### config.mk
export PLATFORM = sky130hd
export DESIGN_NAME = bop_front
export DESIGN_NICKNAME = d
export VERILOG_FILES = /design/src/rtl/best_offset_prefetcher_macros.svh /design/src/rtl/bop_pkg.sv /design/src/rtl/bop_front.sv
export SDC_FILE = /design/constraint.sdc
export NUM_CORES = 1
export LEC_CHECK = 0
export BUFFER_PORTS_ARGS = -buffer_cell sky130_fd_sc_hd__buf_4
export CAP_MARGIN = 20
export CORE_ASPECT_RATIO = 0.8
export CORE_MARGIN = 5
export CORE_UTILIZATION = 45
export CTS_BUF_LIST = sky130_fd_sc_hd__clkbuf_16
export DETAILED_ROUTE_END_ITERATION = 7
export GPL_ROUTABILITY_DRIVEN = 0
export PLACE_DENSITY = 0.73
export SYNTH_ARGS = -nofsm -noshare
export SYNTH_HDL_FRONTEND = slang
export SYNTH_SLANG_ARGS = --single-unit
### constraint.sdc
create_clock -name clock -period 3.7 [get_ports clock]
set_clock_uncertainty 0.1 [all_clocks]
set_input_delay 0.74 -clock clock [delete_from_list [all_inputs] [get_ports clock]]
set_output_delay 0.74 -clock clock [all_outputs]
set_load 0.05 [all_outputs]
### src/rtl/best_offset_prefetcher_macros.svh
// ----------------------------------------------------------------------------
// Best-offset prefetcher assertion macros
// Shared concurrent assertion forms on the block clock and reset.
// ----------------------------------------------------------------------------
`ifndef BEST_OFFSET_PREFETCHER_MACROS_SVH
`define BEST_OFFSET_PREFETCHER_MACROS_SVH

// same-cycle implication
`define BOP_ASSERT_IMP(lbl, ante, cons) \
   lbl: assert property (@(posedge clock) disable iff (reset) (ante) |-> (cons)) \
      else $error("bop assertion failed");

// next-cycle implication
`define BOP_ASSERT_NXT(lbl, ante, cons) \
   lbl: assert property (@(posedge clock) disable iff (reset) (ante) |=> (cons)) \
      else $error("bop assertion failed");

`endif

### src/rtl/bop_pkg.sv
// ----------------------------------------------------------------------------
// Best-offset prefetcher package
// Sizes, codes and shared types of the prefetcher.
// ----------------------------------------------------------------------------
package bop_pkg;

   localparam int ADDR_BITS    = 48;
   localparam int INDEX_BITS   = 8;
   localparam int OFFSET_COUNT = 32;
   localparam int TABLE_SIZE   = 1 << INDEX_BITS;
   localparam int OIDX_BITS    = $clog2(OFFSET_COUNT);
   localparam int CAND_BITS    = $clog2(OFFSET_COUNT + 1);
   localparam int SCORE_BITS   = 5;
   localparam int ROUND_BITS   = 8;
   localparam int FQ_DEPTH     = 2;
   localparam int FQ_PTR_BITS  = $clog2(FQ_DEPTH);
   localparam int FQ_CNT_BITS  = $clog2(FQ_DEPTH + 1);
   localparam int RQ_DEPTH     = 2;
   localparam int RQ_PTR_BITS  = $clog2(RQ_DEPTH);
   localparam int RQ_CNT_BITS  = $clog2(RQ_DEPTH + 1);
   localparam int CSR_IDX_BITS = 3;
   localparam int CSR_DATA_BITS = 8;

   localparam logic [SCORE_BITS-1:0] SCORE_MAX = '1;
   localparam logic [ROUND_BITS-1:0] ROUND_MAX = '1;

   localparam logic [1:0] REQ_READ  = 2'd0;
   localparam logic [1:0] REQ_WRITE = 2'd1;
   localparam logic [1:0] REQ_FILL  = 2'd2;

   localparam logic [CSR_IDX_BITS-1:0] CSR_BLOCK_LOG2 = 3'd0;
   localparam logic [CSR_IDX_BITS-1:0] CSR_SAME_PAGE  = 3'd1;
   localparam logic [CSR_IDX_BITS-1:0] CSR_PAGE_LOG2  = 3'd2;
   localparam logic [CSR_IDX_BITS-1:0] CSR_ROUND_LIM  = 3'd3;
   localparam logic [CSR_IDX_BITS-1:0] CSR_SCORE_LIM  = 3'd4;
   localparam logic [CSR_IDX_BITS-1:0] CSR_BAD_LIM    = 3'd5;

   typedef enum logic {
      OP_READ,
      OP_FILL
   } op_type;

   typedef struct packed {
      op_type                 op;
      logic [ADDR_BITS-1:0]   addr;
      logic                   was_pf;
   } item_type;

   typedef struct packed {
      logic [3:0]             block_bytes_log2;
      logic                   check_same_page;
      logic [4:0]             page_bytes_log2;
      logic [ROUND_BITS-1:0]  round_limit;
      logic [SCORE_BITS-1:0]  score_limit;
      logic [SCORE_BITS-1:0]  bad_score_limit;
   } cfg_type;

   typedef enum logic [2:0] {
      ST_IDLE,
      ST_CALC,
      ST_WRITE,
      ST_READ,
      ST_TRAIN,
      ST_EMIT
   } state_type;

endpackage

### src/rtl/bop_front.sv
// ----------------------------------------------------------------------------
// Best-offset prefetcher front end
// Accepts requests, drops those with no effect, queues reads and fills.
// ----------------------------------------------------------------------------
module bop_front import bop_pkg::*; (
   input  logic                 clock,
   input  logic                 reset,
   input  logic                 push,
   output logic                 full,
   input  logic [1:0]           req_type,
   input  logic [ADDR_BITS-1:0] req_addr,
   input  logic                 req_has_pc,
   input  logic                 req_fill_was_prefetch,
   output logic                 q_valid,
   output item_type             q_item,
   input  logic                 q_pop
);

   item_type               queue_ff [FQ_DEPTH];
   logic [FQ_PTR_BITS-1:0] wr_ptr_ff, wr_ptr_in;
   logic [FQ_PTR_BITS-1:0] rd_ptr_ff, rd_ptr_in;
   logic [FQ_CNT_BITS-1:0] count_ff, count_in;
   logic                   keep;
   logic                   wr_en;
   logic                   rd_en;
   item_type               new_item;

   assign full    = (count_ff == FQ_CNT_BITS'(FQ_DEPTH));
   assign q_valid = (count_ff != '0);
   assign q_item  = queue_ff[rd_ptr_ff];

   // writes and reads without a PC never reach the back end
   always_comb begin
      keep = (req_type == REQ_FILL) || ((req_type == REQ_READ) && req_has_pc);
      new_item.op     = (req_type == REQ_FILL) ? OP_FILL : OP_READ;
      new_item.addr   = req_addr;
      new_item.was_pf = req_fill_was_prefetch;
      wr_en = push && !full && keep;
      rd_en = q_pop && q_valid;
      wr_ptr_in = wr_ptr_ff;
      rd_ptr_in = rd_ptr_ff;
      if (wr_en) begin
         wr_ptr_in = (wr_ptr_ff == FQ_PTR_BITS'(FQ_DEPTH - 1)) ? '0 : wr_ptr_ff + 1'b1;
      end
      if (rd_en) begin
         rd_ptr_in = (rd_ptr_ff == FQ_PTR_BITS'(FQ_DEPTH - 1)) ? '0 : rd_ptr_ff + 1'b1;
      end
      count_in = count_ff + FQ_CNT_BITS'(wr_en) - FQ_CNT_BITS'(rd_en);
   end

   always_ff @(posedge clock) begin
      if (reset) begin
         wr_ptr_ff <= '0;
         rd_ptr_ff <= '0;
         count_ff  <= '0;
      end else begin
         wr_ptr_ff <= wr_ptr_in;
         rd_ptr_ff <= rd_ptr_in;
         count_ff  <= count_in;
      end
   end

   always_ff @(posedge clock) begin
      if (wr_en) begin
         queue_ff[wr_ptr_ff] <= new_item;
      end
   end

endmodule

==> metrics.csv, run 1 <==
stage,metric,value,unit
sta,final worst path period share,0.739,
routing,DRC violation count after routing,0,
floorplanning,die footprint,10500,um^2
synth,post-synthesis cell type count,23,
grt,initial antenna violation count,0,
final_layout,area used by multi-input combinational logic,727,um^2
synth,nets in the synthesized netlist,243,
grt,largest net degree at the start of global routing,51,
synth,netlist area before placement,3860,um^2
grt,vias in the first global route,2106,
sta,final-report max-slew violation count,0,
cts,insertion delay of the later-clocked pin in the worst-skew pair,330,ps
sta,Fmax,0.366,GHz
sta,TNS Setup,0,ps
floorplanning,die boundary height,92.9,um
cts,clock tree root buffer cell,clkbuf_16,
synth,share of synthesized area occupied by flip-flops and latches,0.803,
synth,average instance area after synthesis,20.9,um^2
pwr,Power Density,705,nW/um^2
run,max-cap violation count,0,
floorplanning,number of top-level design ports,108,
final_layout,number of nets in the final layout,358,
routing,vias per std cell,4.77,
worst_setup_path,CP Max Fanout,28,
worst_setup_path,crit path capture type,primary output,
worst_setup_path,CP arrival,1900,ps
routing,"antenna viol nets, final",0,
final_layout,most frequent standard cell in the layout excluding fill and tap cells,buf_4,
floorplanning,die width,114,um
sta,unrepaired setup endpoints after global routing,no,
final_layout,filler instances,647,
final_layout,# diodes,0,
grt,total congestion overflow after global routing,0,
sta,final count of negative-setup-slack endpoints,0,
synth,gate count after technology mapping,185,
sta,transition time at the pin with the least slew margin,689,ps
cts,total CTS buffers,9,
worst_setup_path,"Worst Path Class, Setup",reg -> out,
routing,vias post-DR,1991,
routing,Final Routed Wirelength,6740,um
status,status,"complete, no violations",
routing,Routed WL per cell,16.2,um
grt,total track usage,0.134,
grt,first-pass GRT wire length,10500,um
worst_setup_path,nature of the critical path startpoint,flip-flop,
final_layout,proportion of layout cells with a drive suffix above 1,0.584,
sta,minimum clock period after layout,2740,ps
routing,detailed-routing iteration count for the pre-antenna-repair pass,4,
floorplanning,initial standard-cell utilization of the core,0.457,
placed_design,number of input and output port buffers inserted,107,
synth,Seq cells post-synth,105,
worst_setup_path,CP required,2860,ps
cts,post-CTS repair timing setup buffer count,0,
pwr,peak supply drop,0.381,mV
cts,clock tree from TritonCTS,done,
synth,number of warning messages in the yosys log,0,
final_layout,"commonest cells after routing, fill and taps aside","108 x buf_4, 100 x edfxtp_1, 45 x mux2_2",
cts,clock tree sinks,105,
sta,number of hold violations in the final report,0,
cts,buffer depth of the longest clock path,2,
cts,maximum level of the CTS H-tree,3,
floorplanning,number of rows created at floorplan,30,
cts,clock slew at reported path FFs,70,ps
final_layout,post-layout util,0.605,
placed_design,half-perimeter wire length after detailed placement,4520,um
cts,Post-CTS Hold Buffers,0,
hold_path,class of the tightest hold or removal check,reg -> reg,
final_layout,Register Area,3100,um^2
floorplanning,area inside the core boundary,8450,um^2
cts,Post-CTS Resized,0,
routing,DRT iter0 DRCs,56,
final_layout,Area Overhead vs Synth,32.4,%
sta,Max transition margin,0.541,
pwr,total leakage power,1.90,nW
critical path, cell delays in order (launching register included):
cell and delay (ps):
dfxtp_2 710, buf_12 270, mux2_2 370, buf_4 190
cell usage after synthesis:
master	number	area, um^2
or2b_1	1	7.51
and2_2	1	7.51
or3_1	1	6.26
nor2b_4	1	13.8
buf_2	5	25.0
or2_2	1	6.26
o21a_1	1	7.51
o31ai_1	1	7.51
mux2_1	5	56.3
clkbuf_1	1	3.75
dfxtp_1	5	100
nor2_1	5	18.8
edfxtp_1	100	3000
xnor2_1	1	8.76
or4_4	1	11.3
nor2b_1	1	6.26
xor2_1	1	8.76
and2b_1	1	7.51
inv_1	3	11.3
ha_1	2	25.0
a21oi_2	1	8.76
mux2_2	45	507
nor3_1	1	5.00
power by group:
part	switching (W)	internal, W	total [W]
Sequential	0.0000666	0.00139	0.00146
Clock	0.000403	0.000463	0.000866
Combinational	0.000814	0.000464	0.00128
Total	0.00128	0.00232	0.00360
registers in the layout (all words and copies together) (netlist names), named ones only:
name       count
count_ff       2
queue_ff     100
rd_ptr_ff      1
wr_ptr_ff      1
worst paths after layout:
check	cells past startpoint	start	slack (ps)	to
worst min-delay path	2	wr_ptr_ff	410	wr_ptr_ff
worst min register to register	2	wr_ptr_ff	410	wr_ptr_ff
worst max-delay path	3	flip-flop	960	q_item[26]
worst max register to register	4	count_ff[0]	1570	queue_ff[0][2]
metal layers:
layer  track usage  wire length [um]  vias up
li1              -                 -      946
met1         0.176              2940      951
met2         0.201              3200       86
met3        0.0496               544        8
met4        0.0541                49        0
met5             0                 0        -
cell families (layout without fill, tap and decap cells):
| group | Yosys count | after routing | synth area share |
|---|---|---|---|
| compound gates | 3 | 3 | 0.00616 |
| xor+xnor | 2 | 2 | 0.00454 |
| fa+ha+maj | 2 | 2 | 0.00648 |
| buf+inv | 9 | 129 | 0.0104 |
| flops | 105 | 105 | 0.803 |
| mux | 50 | 50 | 0.146 |
| simple gates | 14 | 14 | 0.0233 |
area by class of cell:
| cell class | instances | share of cell area |
|---|---|---|
| clock inverter | 7 | 0.0105 |
| sequential | 105 | 0.607 |
| multi-input combinational | 71 | 0.142 |
| tap | 112 | 0.0274 |
| inverter | 3 | 0.00220 |
| timing repair buffer | 110 | 0.166 |
| clock buffer | 9 | 0.0441 |
through the flow:
stage	worst slack (ps)	hold WS, ps	total power [W]	std cells	area [um^2]
after floorplan	556	368	0.00239	185	3860
after global placement	1000	389	0.00277	401	4830
after detailed placement	961	399	0.00278	401	4830
after CTS	910	410	0.00366	417	5110
after global routing	859	444	0.00377	417	5110
final	964	410	0.00360	417	5110
(Power assumes the default switching activity.)
==> run 2: changes to the inputs <==
--- a/config.mk
+++ b/config.mk
@@ -13,7 +13,7 @@
 export CTS_BUF_LIST = sky130_fd_sc_hd__clkbuf_16
 export DETAILED_ROUTE_END_ITERATION = 7
 export GPL_ROUTABILITY_DRIVEN = 0
-export PLACE_DENSITY = 0.73
+export PLACE_DENSITY = 0.7
 export SYNTH_ARGS = -nofsm -noshare
 export SYNTH_HDL_FRONTEND = slang
 export SYNTH_SLANG_ARGS = --single-unit
==> constraint.sdc (replaced) <==
create_clock -name clock -period 2.9 [get_ports clock]
set_clock_uncertainty 0.1 [all_clocks]
set_input_delay 0.58 -clock clock [delete_from_list [all_inputs] [get_ports clock]]
set_output_delay 0.58 -clock clock [all_outputs]
set_load 0.05 [all_outputs]
==> run 2 against run 1 <==
Non-clock buffer count grew 3; die area is the same; sequential power grew 27%; register-to-register slack lost 700 ps; global-route usage shrank 0.26 points; cell area grew 0.86%; routed wire length shrank 1.8%; first-iteration DRC count is the same; critical endpoint is now q_item[24]; sequential share of layout area shrank 0.52 points; hold slack lost 83 ps; final cell count grew 0.72%.
==> metrics.csv, run 2 (same netlist as run 1, synthesis figures left out) <==
stage,metric,value,unit,change
run,max-cap violation count,0,,unchanged
pwr,Power Density,910,nW/um^2,+29%
floorplanning,die boundary height,92.9,um,unchanged
floorplanning,number of rows created at floorplan,30,,unchanged
final_layout,# diodes,0,,unchanged
final_layout,"commonest cells after routing, fill and taps aside","111 x buf_4, 100 x edfxtp_1, 45 x mux2_2",,
worst_setup_path,worst-case reg-to-reg path depth,8,,+4
worst_setup_path,CP arrival,1790,ps,-110 ps
placed_design,half-perimeter wire length after detailed placement,4530,um,+0.27%
cts,buffer depth of the longest clock path,2,,unchanged
routing,vias post-DR,1995,,+0.20%
placed_design,worst slack after detailed placement,452,ps,-508 ps
final_layout,flip-flop count of the largest register after layout,100,,unchanged
grt,vias in the first global route,2154,,+2.3%
routing,Final Routed Wirelength,6620,um,-1.8%
sta,number of hold violations in the final report,0,,unchanged
cts,clock slew at reported path FFs,70,ps,about the same
status,status,"complete, no violations",,
worst_setup_path,worst reg2reg endpoint,count_ff[1],,
sta,Hold WS,327,ps,-83.0 ps
cts,Post-CTS Resized,0,,unchanged
final_layout,largest register by flop count,queue_ff,,
final_layout,number of nets in the final layout,361,,+0.84%
routing,detailed-routing iteration count for the pre-antenna-repair pass,4,,unchanged
routing,DRC violation count after routing,0,,unchanged
grt,initial antenna violation count,0,,unchanged
floorplanning,die footprint,10500,um^2,unchanged
cts,clock tree root buffer cell,clkbuf_16,,
sta,PnR worst setup slack,430,ps,-534 ps
routing,"antenna viol nets, final",0,,unchanged
cts,Post-CTS Hold Buffers,0,,unchanged
grt,total congestion overflow after global routing,0,,unchanged
worst_setup_path,crit path capture type,primary output,,
cts,clock tree sinks,105,,unchanged
floorplanning,number of top-level design ports,108,,unchanged
final_layout,filler instances,620,,-4.2%
pwr,peak supply drop,0.591,mV,+55%
worst_setup_path,Reg2Reg Setup Slack,870,ps,-700 ps
grt,largest net degree at the start of global routing,51,,unchanged
routing,vias per std cell,4.75,,-0.51%
sta,transition time at the pin with the least slew margin,483,ps,-206 ps
worst_setup_path,"Worst Path Class, Setup",reg -> out,,
grt,first-pass GRT wire length,10500,um,about the same
grt,total track usage,0.131,,-0.00263
final_layout,area used by multi-input combinational logic,727,um^2,unchanged
sta,TNS Setup,0,ps,unchanged
cts,post-CTS repair timing setup buffer count,0,,unchanged
final_layout,Area Overhead vs Synth,33.5,%,
hold_path,class of the tightest hold or removal check,in -> reg,,
sta,final worst path period share,0.852,,
routing,DRT iter0 DRCs,56,,unchanged
worst_setup_path,reg-to-reg startpoint,count_ff[0],,
worst_setup_path,nature of the critical path startpoint,flip-flop,,
sta,Max transition margin,0.678,,+0.137
routing,Routed WL per cell,15.8,um,-2.5%
floorplanning,die width,114,um,unchanged
cts,total CTS buffers,9,,unchanged
final_layout,proportion of layout cells with a drive suffix above 1,0.591,,+0.00730
worst_setup_path,CP required,2220,ps,-640 ps
worst_setup_path,CP Max Fanout,18,,-36%
placed_design,number of input and output port buffers inserted,107,,unchanged
sta,Fmax,0.405,GHz,
sta,minimum clock period after layout,2470,ps,
sta,final count of negative-setup-slack endpoints,0,,unchanged
floorplanning,area inside the core boundary,8450,um^2,unchanged
cts,maximum level of the CTS H-tree,3,,unchanged
cts,insertion delay of the later-clocked pin in the worst-skew pair,330,ps,about the same
final_layout,Register Area,3100,um^2,unchanged
pwr,total leakage power,1.93,nW,+1.6%
pwr,total design power,0.00469,W,+30%
worst_setup_path,termination of the worst setup path,q_item[24],,
final_layout,post-layout util,0.611,,+0.00519
final_layout,Top Registers,"queue_ff (100), count_ff (2)",,
sta,final-report max-slew violation count,0,,unchanged
final_layout,most frequent standard cell in the layout excluding fill and tap cells,buf_4,,
sta,unrepaired setup endpoints after global routing,no,,
cts,clock tree from TritonCTS,done,,
floorplanning,initial standard-cell utilization of the core,0.457,,unchanged
-- run 2: routing by layer --
metal  GRT usage  routed length (um)
met5           0                   0
met4      0.0390                  43
met2       0.213                3190
met3      0.0562                 607
met1       0.160                2780
-- run 2: worst min path at each step --
stage	start	end	depth (start not counted)
3_3_place_gp	wr_ptr_ff	wr_ptr_ff	2
2_1_floorplan	wr_ptr_ff	wr_ptr_ff	2
6_report	req_addr[19]	queue_ff[1][20]	1
3_5_place_dp	wr_ptr_ff	wr_ptr_ff	2
5_1_grt	req_addr[16]	queue_ff[0][17]	1
4_1_cts	req_addr[19]	queue_ff[1][20]	1
-- run 2: worst max-delay path: stages (launching register included) --
cell and delay, ps:
dfxtp_2 640, buf_4 280, mux2_2 350, buf_4 190
-- run 2: report_power, final --
part           switching (W)  total (W)  internal, W
Combinational        0.00105    0.00165     0.000605
Clock               0.000511    0.00119     0.000676
Sequential         0.0000761    0.00185      0.00178
Total                0.00164    0.00469      0.00306
-- run 2: stage by stage --
step	cell area, um^2	cells
floorplan	3870	185
global placement	4860	404
detailed placement	4860	404
CTS	5160	420
global route	5160	420
finish	5160	420
-- run 2: area by class of cell --
type                    instances  share of cell area
clock buffers                   9              0.0437
clock inverters                 7              0.0146
inverters                       3             0.00218
multi-input cells              71               0.141
flip-flops and latches        105               0.602
well taps                     112              0.0272
repair buffers                113               0.169
==> run 3: changes to the inputs <==
--- a/config.mk
+++ b/config.mk
@@ -5,6 +5,7 @@
 export SDC_FILE = /design/constraint.sdc
 export NUM_CORES = 1
 export LEC_CHECK = 0
+export ABC_AREA = 1
 export BUFFER_PORTS_ARGS = -buffer_cell sky130_fd_sc_hd__buf_4
 export CAP_MARGIN = 20
 export CORE_ASPECT_RATIO = 0.8
@@ -14,6 +15,7 @@
 export DETAILED_ROUTE_END_ITERATION = 7
 export GPL_ROUTABILITY_DRIVEN = 0
 export PLACE_DENSITY = 0.7
+export REMOVE_ABC_BUFFERS = 1
 export SYNTH_ARGS = -nofsm -noshare
 export SYNTH_HDL_FRONTEND = slang
 export SYNTH_SLANG_ARGS = --single-unit
==> run 3 against run 2 <==
Die area up 6.7%; sequential power about the same; hold slack worse by 15 ps; final cell count rose by 4.5%; total power fell by 3.0%; combinational power shrank 3%; sequential cell count is the same; maximum frequency increased by 0.61%; critical endpoint is now q_item[29]; largest cell class unchanged.
==> metrics.csv, run 3 <==
stage,metric,value,unit,change
cts,post-CTS repair timing setup buffer count,0,,unchanged
final_layout,proportion of layout cells with a drive suffix above 1,0.556,,-0.0354
synth,netlist area before placement,4150,um^2,+7.4%
sta,final count of negative-setup-slack endpoints,0,,unchanged
floorplanning,initial standard-cell utilization of the core,0.459,,+0.00162
grt,vias in the first global route,2056,,-4.5%
synth,largest area contributor in the synthesized netlist,edfxtp_1,,
grt,initial antenna violation count,0,,unchanged
grt,total congestion overflow after global routing,0,,unchanged
routing,DRT iter0 DRCs,77,,+38%
cts,clock slew at reported path FFs,70,ps,about the same
worst_setup_path,worst-case reg-to-reg path depth,10,,+2
worst_setup_path,family of cells with the greatest summed delay on the critical path,flip-flops,,
worst_setup_path,total buffers and inverters traversed by the critical path,2,,unchanged
worst_setup_path,CP Max Fanout,23,,+5
cts,clock tree from TritonCTS,done,,
routing,Routed WL per cell,16.3,um,+3.4%
final_layout,# diodes,0,,unchanged
grt,total track usage,0.124,,-0.00715
final_layout,flip-flop count of the largest register after layout,100,,unchanged
sta,Max transition margin,0.697,,+0.0186
sta,Hold WS,312,ps,-15.5 ps
sta,Fmax,0.407,GHz,+0.61%
final_layout,"commonest cells after routing, fill and taps aside","111 x buf_4, 100 x edfxtp_1, 50 x mux2_4",,
final_layout,Area Overhead vs Synth,28.6,%,
synth,portion of synthesized cell area occupied by the leading cell type,0.724,,-0.0535
floorplanning,area inside the core boundary,9040,um^2,+7.0%
sta,final-report max-slew violation count,0,,unchanged
worst_setup_path,"Worst Path Class, Setup",reg -> out,,
grt,first-pass GRT wire length,10700,um,+1.5%
cts,clock tree sinks,105,,unchanged
sta,transition time at the pin with the least slew margin,454,ps,-28.6 ps
synth,count of flip-flops with a built-in enable after synthesis,100,,unchanged
worst_setup_path,CP arrival,1780,ps,about the same
run,max-cap violation count,0,,unchanged
sta,number of hold violations in the final report,0,,unchanged
sta,PnR worst setup slack,445,ps,+14.9 ps
placed_design,number of input and output port buffers inserted,107,,unchanged
floorplanning,die footprint,11200,um^2,+6.7%
sta,unrepaired setup endpoints after global routing,no,,
final_layout,most frequent standard cell in the layout excluding fill and tap cells,buf_4,,
pwr,peak supply drop,0.509,mV,-14%
worst_setup_path,slowest stage cell on the critical path,dfxtp_4,,
routing,Final Routed Wirelength,7150,um,+8.1%
routing,vias per std cell,4.62,,-2.7%
cts,Post-CTS Resized,0,,unchanged
synth,Seq cells post-synth,105,,unchanged
cts,clock tree root buffer cell,clkbuf_16,,
synth,commonest cells in the synthesized netlist,"100 x edfxtp_1, 50 x mux2_4, 13 x inv_1, 12 x nor2_1, 10 x nand2_1",,
sta,final worst path period share,0.847,,-0.00514
worst_setup_path,crit-path cells,buf_4 > mux2_4 > buf_4,,
worst_setup_path,Reg2Reg Setup Slack,1090,ps,+220 ps
final_layout,Top Registers,"queue_ff (100), count_ff (2)",,
routing,"antenna viol nets, final",0,,unchanged
synth,number of warning messages in the yosys log,0,,unchanged
pwr,Power Density,853,nW/um^2,-6.3%
final_layout,number of nets in the final layout,378,,+4.7%
worst_setup_path,reg-to-reg startpoint,count_ff[0],,
synth,Synth Flop Type,edfxtp_1,,
synth,post-synthesis cell type count,12,,-48%
synth,dominant cell by count in the synthesized netlist,edfxtp_1,,
hold_path,class of the tightest hold or removal check,in -> reg,,
routing,DRC violation count after routing,0,,unchanged
cts,maximum level of the CTS H-tree,3,,unchanged
worst_setup_path,most frequent CP cell,buf_4,,
floorplanning,die boundary height,95.9,um,+3.2%
cts,insertion delay of the later-clocked pin in the worst-skew pair,330,ps,about the same
cts,Post-CTS Hold Buffers,0,,unchanged
synth,average instance area after synthesis,20.5,um^2,-1.7%
worst_setup_path,crit path capture type,primary output,,
sta,minimum clock period after layout,2460,ps,-14.9 ps
synth,async set or reset register ratio after synthesis,0,,unchanged
cts,buffer depth of the longest clock path,2,,unchanged
placed_design,worst slack after detailed placement,784,ps,+332 ps
worst_setup_path,termination of the worst setup path,q_item[29],,
floorplanning,number of rows created at floorplan,31,,+3.3%
worst_setup_path,CP required,2220,ps,about the same
floorplanning,die width,117,um,+3.3%
final_layout,largest register by flop count,queue_ff,,
placed_design,half-perimeter wire length after detailed placement,4920,um,+8.5%
cts,total CTS buffers,9,,unchanged
synth,dominant cells by area after synthesis,"edfxtp_1 72%, mux2_4 18%, buf_12 2.4%",,
worst_setup_path,worst reg2reg endpoint,count_ff[1],,
status,status,"complete, no violations",,
synth,share of synthesized area occupied by flip-flops and latches,0.748,,-0.0553
worst_setup_path,"slowest stage delay, CP",630,ps,about the same
floorplanning,number of top-level design ports,108,,unchanged
final_layout,filler instances,703,,+13%
pwr,total leakage power,2.13,nW,+11%
synth,gate count after technology mapping,202,,+9.2%
worst_setup_path,nature of the critical path startpoint,flip-flop,,
routing,detailed-routing iteration count for the pre-antenna-repair pass,4,,unchanged
worst_setup_path,Crit. path cell count,3,,unchanged
routing,vias post-DR,2028,,+1.7%
grt,largest net degree at the start of global routing,33,,-35%
[run 3: changes by cell type after synthesis, sizes merged, moves of 2 or more]
cell,previous run,this run
nor2,5,12
nand3,0,2
nand2,0,10
nor2b,2,0
inv,3,13
[run 3: power breakdown]
part | switching (W) | internal (W)
clock network | 0.000507 | 0.000580
registers | 0.0000880 | 0.00178
logic | 0.000968 | 0.000632
[run 3: cells by family after synthesis]
kind of cell,count (synthesis),share of synthesized area
adders and majority gates,2,0.00603
xor gates and xnor gates,1,0.00211
and+or+nand+nor,24,0.0223
AOI/OAI and AO/OA,1,0.00181
muxes,50,0.181
buffers and inverters,19,0.0386
DFF,105,0.748
[run 3: worst register-to-register path, cell delays in order (launching register included)]
cell and delay (ps):
dfxtp_1 350, inv_1 60, nand2_1 110, nand3_1 200, ha_1 330, inv_1 40
ha_1 180, xnor2_1 190, nand2_1 70, nand2_1 60, nor2_1 30
[run 3: cell type report]
cell class,instances,area [um^2],area share
multi-input cells,78,892,0.167
flip-flops and latches,105,3110,0.582
inverters,13,48.8,0.00915
repair buffers,113,873,0.164
clock inverters,6,43.8,0.00821
clock buffers,9,225,0.0422
well taps,115,144,0.0270
[run 3: how the worst min path moves through the flow]
stage                   start           to  slack (ps)  depth (start not counted)
floorplan           rd_ptr_ff    flip-flop         370                          2
global placement    rd_ptr_ff    rd_ptr_ff         380                          2
detailed placement  rd_ptr_ff    flip-flop         390                          2
CTS                     reset  count_ff[0]         300                          2
global route            reset  count_ff[0]         300                          2
finish                  reset  count_ff[0]         310                          2
[run 3: metal layers]
layer | GRT usage | wire, um | vias up
met4 | 0.0290 | 28 | 0
met5 | 0 | 0 | -
li1 | - | - | 987
met2 | 0.192 | 3320 | 75
met3 | 0.0593 | 566 | 2
met1 | 0.160 | 3240 | 964
[run 3: per-stage QoR]
step | utilization | cells | power [W] | cell area, um^2 | setup TNS, ps
2_1_floorplan | - | 196 | 0.00309 | 4040 | -43420
3_3_place_gp | 0.560 | 424 | 0.00351 | 5060 | 0
3_5_place_dp | 0.560 | 424 | 0.00352 | 5060 | 0
4_1_cts | 0.590 | 439 | 0.00461 | 5330 | 0
5_1_grt | 0.590 | 439 | 0.00473 | 5330 | 0
6_report | 0.590 | 439 | 0.00455 | 5330 | 0
